==> src/sv/lgt_pkg.sv <==
// Shared constants and types for the toroidal life grid block.
package lgt_pkg;

    // Grid size
    localparam int GRID_ROWS = 32;
    localparam int GRID_COLS = 32;

    // Derived widths
    localparam int ROW_AW = $clog2(GRID_ROWS);
    localparam int COL_AW = $clog2(GRID_COLS);
    localparam int CNT_W  = $clog2(GRID_ROWS + 3);

    // B3/S23 rule
    localparam logic [3:0] LIFE_BIRTH = 4'd3;
    localparam logic [3:0] LIFE_KEEP  = 4'd2;

    // Action codes of an input beat
    typedef enum logic [1:0] {
        ACT_WRITE = 2'd0,
        ACT_READ  = 2'd1,
        ACT_STEP  = 2'd2
    } action_t;

endpackage

==> src/sv/lgt_ram.sv <==
// Generic single-write, single-read RAM with registered read data.
module lgt_ram #(
    parameter int WIDTH = 32,
    parameter int DEPTH = 32
) (
    input  logic                     clk,
    input  logic                     we,
    input  logic [$clog2(DEPTH)-1:0] waddr,
    input  logic [WIDTH-1:0]         wdata,
    input  logic                     re,
    input  logic [$clog2(DEPTH)-1:0] raddr,
    output logic [WIDTH-1:0]         rdata
);

    logic [WIDTH-1:0] mem [DEPTH];

    // Write port
    always_ff @(posedge clk)
    begin
        if (we)
        begin
            mem[waddr] <= wdata;
        end
    end

    // Registered read port
    always_ff @(posedge clk)
    begin
        if (re)
        begin
            rdata <= mem[raddr];
        end
    end

endmodule

==> src/sv/lgt_row_unit.sv <==
// Next-generation unit for one grid row from its wrapped three-row window.
module lgt_row_unit (
    input  logic [lgt_pkg::GRID_COLS-1:0] up_row,
    input  logic [lgt_pkg::GRID_COLS-1:0] mid_row,
    input  logic [lgt_pkg::GRID_COLS-1:0] down_row,
    output logic [lgt_pkg::GRID_COLS-1:0] new_row
);
    import lgt_pkg::*;

    // Per-column neighbor count and rule, columns wrap at the edges
    always_comb
    begin
        int         cl;
        int         cr;
        logic [3:0] live;
        new_row = '0;
        for (int c = 0; c < GRID_COLS; c++)
        begin
            cl = (c == 0) ? GRID_COLS - 1 : c - 1;
            cr = (c == GRID_COLS - 1) ? 0 : c + 1;
            live = 4'(up_row[cl]) + 4'(up_row[c]) + 4'(up_row[cr])
                 + 4'(mid_row[cl]) + 4'(mid_row[cr])
                 + 4'(down_row[cl]) + 4'(down_row[c]) + 4'(down_row[cr]);
            if (mid_row[c])
            begin
                new_row[c] = (live == LIFE_KEEP) || (live == LIFE_BIRTH);
            end
            else
            begin
                new_row[c] = (live == LIFE_BIRTH);
            end
        end
    end

endmodule

==> src/sv/life_automaton_torus_step_core.sv <==
// Toroidal B3/S23 life grid: row RAM, row window and step sequencer.
//
// Input channel (in_valid / in_stall) carries one beat per command: action,
// row, col and cell_in. Action 0 writes one cell, 1 reads one cell, 2 advances
// the whole grid one generation; any other code does nothing. Every accepted
// beat yields exactly one output beat (cell_out, step_done) on the output
// channel (out_valid / out_stall).
// A cell write or read passes through the cell and finish states, an unused code
// goes straight to the finish state, and a generation step runs the step sweep
// before the finish state; in_stall drops in the same cycle as out_valid rises.
// The grid lives in a row RAM with one read and one write port; a step reads one
// row per cycle through a three-row window and writes each new row in place once
// its old value is no longer needed; the wrap rows are held in registers.
// in_stall is high from acceptance until the result has been loaded into the
// output register, so one command is worked on at a time. A new beat is taken
// while an earlier result still waits in the output register; the next result
// then waits until that one has been taken. A stalled output holds its beat.
// Reset clears per-row valid flags, so the whole grid reads as dead at once;
// no clearing pass is needed.
module life_automaton_torus_step_core (
    input  logic       clk,
    input  logic       rst_n,
    // input channel
    input  logic       in_valid,
    output logic       in_stall,
    input  logic [1:0] action,
    input  logic [4:0] row,
    input  logic [4:0] col,
    input  logic       cell_in,
    // output channel
    output logic       out_valid,
    input  logic       out_stall,
    output logic       cell_out,
    output logic       step_done
);
    import lgt_pkg::*;

    typedef enum logic [1:0] {
        ST_IDLE,
        ST_CELL,
        ST_STEP,
        ST_FINISH
    } state_t;

    localparam logic [CNT_W-1:0] STEP_LAST = CNT_W'(GRID_ROWS + 2);

    state_t                 state_reg;
    logic [CNT_W-1:0]       cnt_reg;
    action_t                action_reg;
    logic [4:0]             row_reg;
    logic [4:0]             col_reg;
    logic                   cell_in_reg;
    logic                   res_cell_reg;
    logic                   res_step_reg;
    logic                   out_vld_reg;
    logic                   cell_out_reg;
    logic                   step_done_reg;
    logic [GRID_ROWS-1:0]   row_vld_reg;
    logic                   rvld_reg;
    logic [GRID_COLS-1:0]   prev_reg;
    logic [GRID_COLS-1:0]   cur_reg;
    logic [GRID_COLS-1:0]   first_reg;

    logic                   in_fire;
    logic                   in_grid;
    logic                   slot_free;
    logic                   ram_we;
    logic [ROW_AW-1:0]      ram_waddr;
    logic [GRID_COLS-1:0]   ram_wdata;
    logic                   ram_re;
    logic [ROW_AW-1:0]      ram_raddr;
    logic [GRID_COLS-1:0]   ram_rdata;
    logic [GRID_COLS-1:0]   row_data;
    logic [GRID_COLS-1:0]   down_row;
    logic [GRID_COLS-1:0]   new_row;
    logic [GRID_COLS-1:0]   col_mask;
    logic [COL_AW-1:0]      col_idx;

    // Handshake and indexing helpers
    assign in_stall  = (state_reg != ST_IDLE);
    assign in_fire   = in_valid && !in_stall;
    assign in_grid   = (32'(row) < 32'(GRID_ROWS)) && (32'(col) < 32'(GRID_COLS));
    assign slot_free = !out_vld_reg || !out_stall;
    assign out_valid = out_vld_reg;
    assign cell_out  = cell_out_reg;
    assign step_done = step_done_reg;

    // Rows never written since reset read as dead
    assign row_data = ram_rdata & {GRID_COLS{rvld_reg}};
    assign col_idx  = COL_AW'(col_reg);
    assign col_mask = GRID_COLS'(1) << col_idx;
    assign down_row = (cnt_reg == STEP_LAST) ? first_reg : row_data;

    lgt_ram #(
        .WIDTH (GRID_COLS),
        .DEPTH (GRID_ROWS)
    ) u_grid_ram (
        .clk   (clk),
        .we    (ram_we),
        .waddr (ram_waddr),
        .wdata (ram_wdata),
        .re    (ram_re),
        .raddr (ram_raddr),
        .rdata (ram_rdata)
    );

    lgt_row_unit u_row_unit (
        .up_row   (prev_reg),
        .mid_row  (cur_reg),
        .down_row (down_row),
        .new_row  (new_row)
    );

    // RAM port control
    always_comb
    begin
        ram_we    = 1'b0;
        ram_waddr = '0;
        ram_wdata = new_row;
        ram_re    = 1'b0;
        ram_raddr = '0;
        unique case (state_reg)
            ST_IDLE:
            begin
                // fetch the addressed row for a cell write or read
                ram_raddr = ROW_AW'(row);
                ram_re    = in_fire && in_grid &&
                            ((action == ACT_WRITE) || (action == ACT_READ));
            end
            ST_CELL:
            begin
                // read-modify-write of one cell for a write; a read only samples the fetched row
                ram_waddr = ROW_AW'(row_reg);
                ram_wdata = (row_data & ~col_mask) | (cell_in_reg ? col_mask : '0);
                ram_we    = (action_reg == ACT_WRITE);
            end
            ST_STEP:
            begin
                // issue: last row first, then rows 0 .. GRID_ROWS-1
                ram_re    = (32'(cnt_reg) <= GRID_ROWS);
                ram_raddr = (cnt_reg == '0) ? ROW_AW'(GRID_ROWS - 1)
                                            : ROW_AW'(cnt_reg - CNT_W'(1));
                // new row cnt-3 is ready once its lower neighbor has arrived
                ram_we    = (cnt_reg >= CNT_W'(3));
                ram_waddr = ROW_AW'(cnt_reg - CNT_W'(3));
            end
            ST_FINISH:
            begin
            end
            default:
            begin
            end
        endcase
    end

    // Sequencer, window and output register
    always_ff @(posedge clk or negedge rst_n)
    begin
        if (!rst_n)
        begin
            state_reg     <= ST_IDLE;
            cnt_reg       <= '0;
            out_vld_reg   <= 1'b0;
            row_vld_reg   <= '0;
            rvld_reg      <= 1'b0;
            action_reg    <= ACT_WRITE;
            res_cell_reg  <= 1'b0;
            res_step_reg  <= 1'b0;
            cell_out_reg  <= 1'b0;
            step_done_reg <= 1'b0;
        end
        else
        begin
            // taken beat leaves, unless the finish state reloads the register
            if (out_vld_reg && !out_stall && (state_reg != ST_FINISH))
            begin
                out_vld_reg <= 1'b0;
            end
            if (ram_re)
            begin
                rvld_reg <= row_vld_reg[ram_raddr];
            end
            if (ram_we)
            begin
                row_vld_reg[ram_waddr] <= 1'b1;
            end

            unique case (state_reg)
                ST_IDLE:
                begin
                    if (in_fire)
                    begin
                        action_reg   <= action_t'(action);
                        row_reg      <= row;
                        col_reg      <= col;
                        cell_in_reg  <= cell_in;
                        res_cell_reg <= 1'b0;
                        res_step_reg <= 1'b0;
                        cnt_reg      <= '0;
                        if (action == ACT_STEP)
                        begin
                            state_reg <= ST_STEP;
                        end
                        else if (in_grid &&
                                 ((action == ACT_WRITE) || (action == ACT_READ)))
                        begin
                            state_reg <= ST_CELL;
                        end
                        else
                        begin
                            state_reg <= ST_FINISH;
                        end
                    end
                end
                ST_CELL:
                begin
                    if (action_reg == ACT_READ)
                    begin
                        res_cell_reg <= row_data[col_idx];
                    end
                    state_reg <= ST_FINISH;
                end
                ST_STEP:
                begin
                    cnt_reg <= cnt_reg + CNT_W'(1);
                    if (cnt_reg == CNT_W'(1))
                    begin
                        prev_reg <= row_data;
                    end
                    else if (cnt_reg == CNT_W'(2))
                    begin
                        cur_reg   <= row_data;
                        first_reg <= row_data;
                    end
                    else if (cnt_reg == STEP_LAST)
                    begin
                        res_step_reg <= 1'b1;
                        state_reg    <= ST_FINISH;
                    end
                    else if (cnt_reg > CNT_W'(2))
                    begin
                        prev_reg <= cur_reg;
                        cur_reg  <= row_data;
                    end
                end
                ST_FINISH:
                begin
                    if (slot_free)
                    begin
                        out_vld_reg   <= 1'b1;
                        cell_out_reg  <= res_cell_reg;
                        step_done_reg <= res_step_reg;
                        state_reg     <= ST_IDLE;
                    end
                end
                default:
                begin
                    state_reg <= ST_IDLE;
                end
            endcase
        end
    end

    // A new output beat only comes out of the finish state
    a_out_from_finish: assert property (@(posedge clk) disable iff (!rst_n)
        (out_vld_reg && !$past(out_vld_reg)) |-> ($past(state_reg) == ST_FINISH))
        else $error("output beat without finish state");

    // A beat never reports both a read bit and a finished step
    a_out_exclusive: assert property (@(posedge clk) disable iff (!rst_n)
        out_valid |-> !(cell_out && step_done))
        else $error("cell_out and step_done both set");

    // Step counter stays inside the sweep
    a_cnt_range: assert property (@(posedge clk) disable iff (!rst_n)
        (state_reg == ST_STEP) |-> (cnt_reg <= STEP_LAST))
        else $error("step counter out of range");

    // The grid RAM is only written while a command is in progress
    a_no_idle_write: assert property (@(posedge clk) disable iff (!rst_n)
        ram_we |-> ((state_reg == ST_CELL) || (state_reg == ST_STEP)))
        else $error("grid write outside a command");

endmodule
==> config.mk <==
export PLATFORM = sky130hd
export DESIGN_NAME = life_automaton_torus_step_core
export DESIGN_NICKNAME = d
export VERILOG_FILES = /design/src/sv/lgt_pkg.sv /design/src/sv/lgt_ram.sv /design/src/sv/lgt_row_unit.sv /design/src/sv/life_automaton_torus_step_core.sv
export SDC_FILE = /design/constraint.sdc
export NUM_CORES = 2
export LEC_CHECK = 0
export ABC_AREA = 1
export BUFFER_PORTS_ARGS = -buffer_cell sky130_fd_sc_hd__buf_2
export CAP_MARGIN = 40
export CORE_AREA = 2 2 305 337
export CTS_CLUSTER_SIZE = 8
export DETAILED_ROUTE_END_ITERATION = 8
export DIE_AREA = 0 0 307 339
export PLACE_DENSITY = 0.8
export SLEW_MARGIN = 10
export SYNTH_ARGS = -nofsm -noshare
export SYNTH_HDL_FRONTEND = slang
export SYNTH_SLANG_ARGS = --single-unit
==> constraint.sdc <==
create_clock -name clk -period 17.3 [get_ports clk]
set_input_delay 3.46 -clock clk [delete_from_list [all_inputs] [get_ports clk]]
set_output_delay 3.46 -clock clk [all_outputs]
set_load 0.02 [all_outputs]
* Word level (Yosys, flattened, before mapping)
Memory sizes are Yosys's and may differ from the RTL's. A register that Yosys moved wholly into a read port is not among the register bits.
Index checks and enable logic that the tools add are counted.
** Cells by class
- Order comparisons :: 7
- Mux-type cells :: 75
- Reductions and logical operators :: 61
- Bitwise logic cells :: 6
- Add/subtract/negate cells :: 227
- Equal/unequal tests :: 83
- Shift operators :: 1
** Operators with widths (number)
- $add A4 B1 Y4 :: 192
- $mux W32 :: 10
- $eq A4 B2 Y1 const B :: 64
- $add A1 B1 Y2 :: 32
- $and A32 B32 Y32 :: 2
- $or A32 B32 Y32 :: 2
- $mux W1 :: 45
- $logic_or A1 B1 Y1 :: 34
- $not A32 Y32 :: 1
- $shl A1 B5 Y32 const A :: 1
- $ne A2 B2 Y1 const B :: 10
- $pmux W5 S2 :: 2
- $reduce_and A5 Y1 :: 4
- $lt A5 B6 Y1 const B :: 3
- $mux W2 :: 7
- $pmux W6 S2 :: 1
- $bmux W1 S5 :: 2
- $reduce_bool A2 Y1 :: 5
- $pmux W1 S2 :: 4
- $pmux W2 S4 :: 1
- $add A6 B1 Y6 const B :: 1
- $eq A2 B1 Y1 const B :: 3
- $eq A2 B2 Y1 const B :: 3
- $eq A6 B1 Y1 const B :: 1
- 19 further kinds :: 30
** Storage, ports and cells
- Input port bits :: 17
- Output and inout bits :: 4
- Memories kept :: 1
- Bits in writable memories :: 1024
- Flip-flop bits (word level) :: 155
- Word-level logic and storage cells :: 477
** Memories
- u_grid_ram.mem :: depth 32, bits a word 32, read ports 1, clocked after Yosys merged registers in 1, wr ports 1, line lgt_ram.sv:15 : logic [WIDTH-1:0] mem [DEPTH];

* Logic depth before layout (Yosys ltp)
- Word-level depth :: 11
- Gate-level depth with buffers :: 25
- Mapped depth without buffers :: 23

* Cells and area by module
From an unflattened synthesis, not the netlist that was laid out.
** Unflattened totals
- Cells, all modules :: 5205
- Area total of the unflattened synthesis :: 56485.4 um2
** Modules (own cells, without submodules)
- lgt_ram :: cells an instance 3536, sequential area each 31710.4 um2, times used 1, area an instance 42726.0 um2
- life_automaton_torus_step_core :: cells an instance 936, sequential area each 4414.2 um2, times used 1, area an instance 7981.4 um2
- lgt_row_unit :: cells an instance 733, sequential area each 0.0 um2, times used 1, area an instance 5778.0 um2

* Worst setup path before layout
Ideal clock, no wire load.
- Path kind :: input-to-reg
- Start point :: in rst_n
- End point :: reg prev_reg[0], enable pin
- Data required time :: 16830 ps
- Arrival :: 5902 ps
- Buffers on the path :: 0
- Setup time :: 470 ps
- Cell stages on the path :: 2
- Slack :: 10928 ps
- Path through :: inv_1 > a211oi_1
** Between the ends
- Cells in the longest elaborated chain, start to end :: 1
** Ends and longest elaborated chain
- start, declared :: line life_automaton_torus_step_core.sv:22 : input logic rst_n,
- $reduce_and A5 Y1 (no line)
- end signal, assigned :: line life_automaton_torus_step_core.sv:228 : prev_reg <= row_data;
- end signal, assigned :: line life_automaton_torus_step_core.sv:242 : prev_reg <= cur_reg;
- end, declared :: line life_automaton_torus_step_core.sv:60 : logic [GRID_COLS-1:0] prev_reg;
No other way between the ends.
A chain may end at the register's enable or synchronous reset.

* Worst setup path in the final report
- Start point :: in row[1]
- End point :: reg u_grid_ram.rdata[7] (read register of u_grid_ram.mem), data pin
** Between the ends
- Cells in the longest elaborated chain, start to end :: 1
** Ends and longest elaborated chain
- start, declared :: line life_automaton_torus_step_core.sv:27 : input logic [4:0] row,
- $pmux W5 S2 :: line life_automaton_torus_step_core.sv:122 : unique case (state_reg)
- end, declared :: line lgt_ram.sv:12 : output logic [WIDTH-1:0] rdata
No other way between the ends.

==> impl_metrics.ini <==
[status]
status = finished, final reports clean

[clock_network]
insertion_delay_ns = 0.78
postCtsHoldBufs = 0
cts_root_buf = clkbuf_16
h-tree-depth = 4
cts_tree = done
cts.sinks = 1211
path_clk_slew_ns = 0.05
post_cts_buffers = 0
cts_max_path_buffers = 3
post_cts_resized = 0
cts-buffers-inserted = 169

[timing]
setup_viol = 0
fmax_mhz = 142
fin_skew_ns = 0.0364
slew_headroom_pct = 24.8
rsz0062_at_grt = false
period_share_pct = 40.7
fin_tns_setup_ns = 0
finalHoldViolCount = 0
min_period_ns = 7.04
tightest_slew_ns = 1.13
final_max_slew_viol_count = 0

[detailed_routing]
drt_iter0_drc = 6365
drt-total-wl_um = 152000
viasPerCell = 6.21
wl_per_cell_um = 22.8
dr.pass1.iters = 7
ant_nets = 0
drc_errors = 0
via_count = 41500

[worst_setup_path]
r2r_slack_ns = 11.70
critPathMaxFanout = 188
cp-start-kind = primary input
critPathArrivalTime_ns = 7.55
r2r_cells = 15
worstSetupEndpointType = flip-flop
startpoint = row[1]
worst-endpoint-required_ns = 17.81
setup.worst_path.end = u_grid_ram.rdata[7]
crit_type = in -> reg
r2r_start = state_reg[0]
r2r-end = u_grid_ram.rdata[7]

[die]
initial_core_util_pct = 56.8
die_x_um = 307
io_pins = 21
coreArea_sq_um = 100000
num_rows = 122
die_h_um = 339
dieArea_sq_um = 104000

[synth]
synth_most_common_cell = edfxtp_1
synth_warnings = 0
yosys.area.top_type = edfxtp_1
ys_seq_area_share_pct = 63.3
synth_edf_count = 1163
synth_area_sq_um = 57000
synth.avg_cell_area_sq_um = 10.7
ys_ff_latch = 1211
ys_async_sr_fraction_pct = 3.96
synth_top_area_share_pct = 61.2
synth.area.top_cells = edfxtp_1, inv_1, o21ai_0
synthFlopType = edfxtp_1
ys_types = 43
synthCells = 5318
synth_common_cells = edfxtp_1, inv_1, nand2_1
syn_nets = 5539

[layout]
fillCellCount = 7015
area_growth_pct = 11.9
nets = 5569
drive_above_1_share_pct = 7.29
largest_reg_flops = 1024
largest-register = u_grid_ram.mem
fin_util_pct = 63.5

[power_and_ir_drop]
sequentialPowerShare_pct = 32.6
cellPowerDensity_nw_per_um2 = 215
p_int_uw = 8010
switching_share_pct = 41.7
clock_power_share_pct = 21.2
pwr-share-comb_pct = 46.2
finalPower_uw = 13700
leakage_uw = 0.0258
peakVddDrop_mv = 0.219
p_switching_uw = 5730

[min_path]
hold_class = reg -> reg
hold_start = row_vld_reg[14]

[global_route]
grt_usage_pct = 29.0
grt_pass1_wl_um = 231000
antenna_found_initial = 0
grt_remaining_overflow = 0
grt_max_degree = 239
grt_pass1_vias = 40700

[place]
dp_hpwl_um = 83200
io_buffers = 20
gp_congestion = 0.904

[job]
drv_cap = 0
==> cell families (layout without fill, tap and decap cells) <==
kind of cell / count (synthesis) / after routing / synth area share (%)
AOI/OAI and AO/OA: 1297 / 1297 / 12.4
DFF: 1211 / 1211 / 63.3
adders and majority gates: 204 / 204 / 5.37
other: 0 / 3 / 0
xor gates and xnor gates: 4 / 4 / 0.0614
and+or+nand+nor: 1451 / 1451 / 10.7
buffers and inverters: 1150 / 1210 / 8.12
muxes: 1 / 1 / 0.0197
==> power groups by stage <==
stage	Clock (uW)	Combinational (uW)	Sequential [uW]
2_1_floorplan	0	4000	4500
3_3_place_gp	0	5300	4590
3_5_place_dp	0	6060	4520
4_1_cts	2930	6170	4470
5_1_grt	3040	6950	4480
6_report	2920	6350	4480
==> worst max-delay path: stages <==
cell	delay, ns
buf_2	0.10
nand2_1	0.10
o21ai_4	0.09
buf_4	0.46
buf_4	0.80
buf_12	0.65
buf_4	0.87
a21oi_1	0.18
o21ai_0	0.17
o211ai_1	0.12
nand3_1	0.13
nand2_1	0.07
nand2_1	0.08
nand2_1	0.07
==> worst min path at each step <==
stage / end / slack [ns] / cells past startpoint
global placement: row_vld_reg[27] / 0.44 / 2
detailed placement: row_vld_reg[21] / 0.45 / 2
floorplan: row_vld_reg[11] / 0.43 / 2
CTS: row_vld_reg[21] / 0.46 / 2
finish: row_vld_reg[14] / 0.45 / 2
global route: row_vld_reg[1] / 0.47 / 2
==> area by class of cell <==
| type | count | area [sq um] | area share, % |
|---|---|---|---|
| well taps | 1302 | 1630 | 2.55 |
| clock inverters | 13 | 196 | 0.308 |
| clock buffers | 188 | 4340 | 6.81 |
| multi-input cells | 2957 | 16600 | 26.0 |
| flip-flops and latches | 1211 | 36100 | 56.6 |
| inverters | 879 | 3310 | 5.19 |
| diodes | 3 | 7.51 | 0.0118 |
| repair buffers | 130 | 1600 | 2.50 |
==> per-stage QoR <==
stage / instances / hold WS [ns] / setup WS, ns / instance area, sq um
3_3_place_gp: 6436 / 0.438 / 9.64 / 58300
3_5_place_dp: 6477 / 0.446 / 9.60 / 59200
5_1_grt: 6680 / 0.474 / 10.05 / 63800
6_report: 6683 / 0.455 / 10.26 / 63800
4_1_cts: 6678 / 0.458 / 10.32 / 63800
2_1_floorplan: 5318 / 0.427 / 10.93 / 57000
==> cells in the final DEF (no fill, tap or decap), types with 3 or more instances in the layout <==
master     count
clkbuf_1      17
buf_2         20
fa_1          68
nor2_1       153
o21ai_2       19
buf_8         12
buf_16        25
inv_2          3
diode_2        3
nand2_1      785
clkbuf_16    171
o2111ai_1      5
edfxtp_1    1163
ha_1         135
o21ai_0      606
o311ai_0       8
buf_4         66
inv_1        871
o21ai_1      161
inv_6          8
clkinv_16      3
a211oi_1      27
nor2_4        36
dfrtp_1       48
o211ai_1     129
nor3_1        11
nand4_1        8
nand3_1      449
a22oi_1        7
xor2_1         4
buf_12         6
a21oi_1      323
==> routing by layer <==
metal / vias to the layer above / global-route usage, % / share of wire [%]
li1: 18300 / - / -
met1: 19700 / 37.1 / 35
met2: 2845 / 46.4 / 47
met3: 603 / 6.30 / 12
met4: 0 / 15.7 / 5.3
met5: - / 0 / 0
Note: power is estimated with default switching activity, not from simulation.
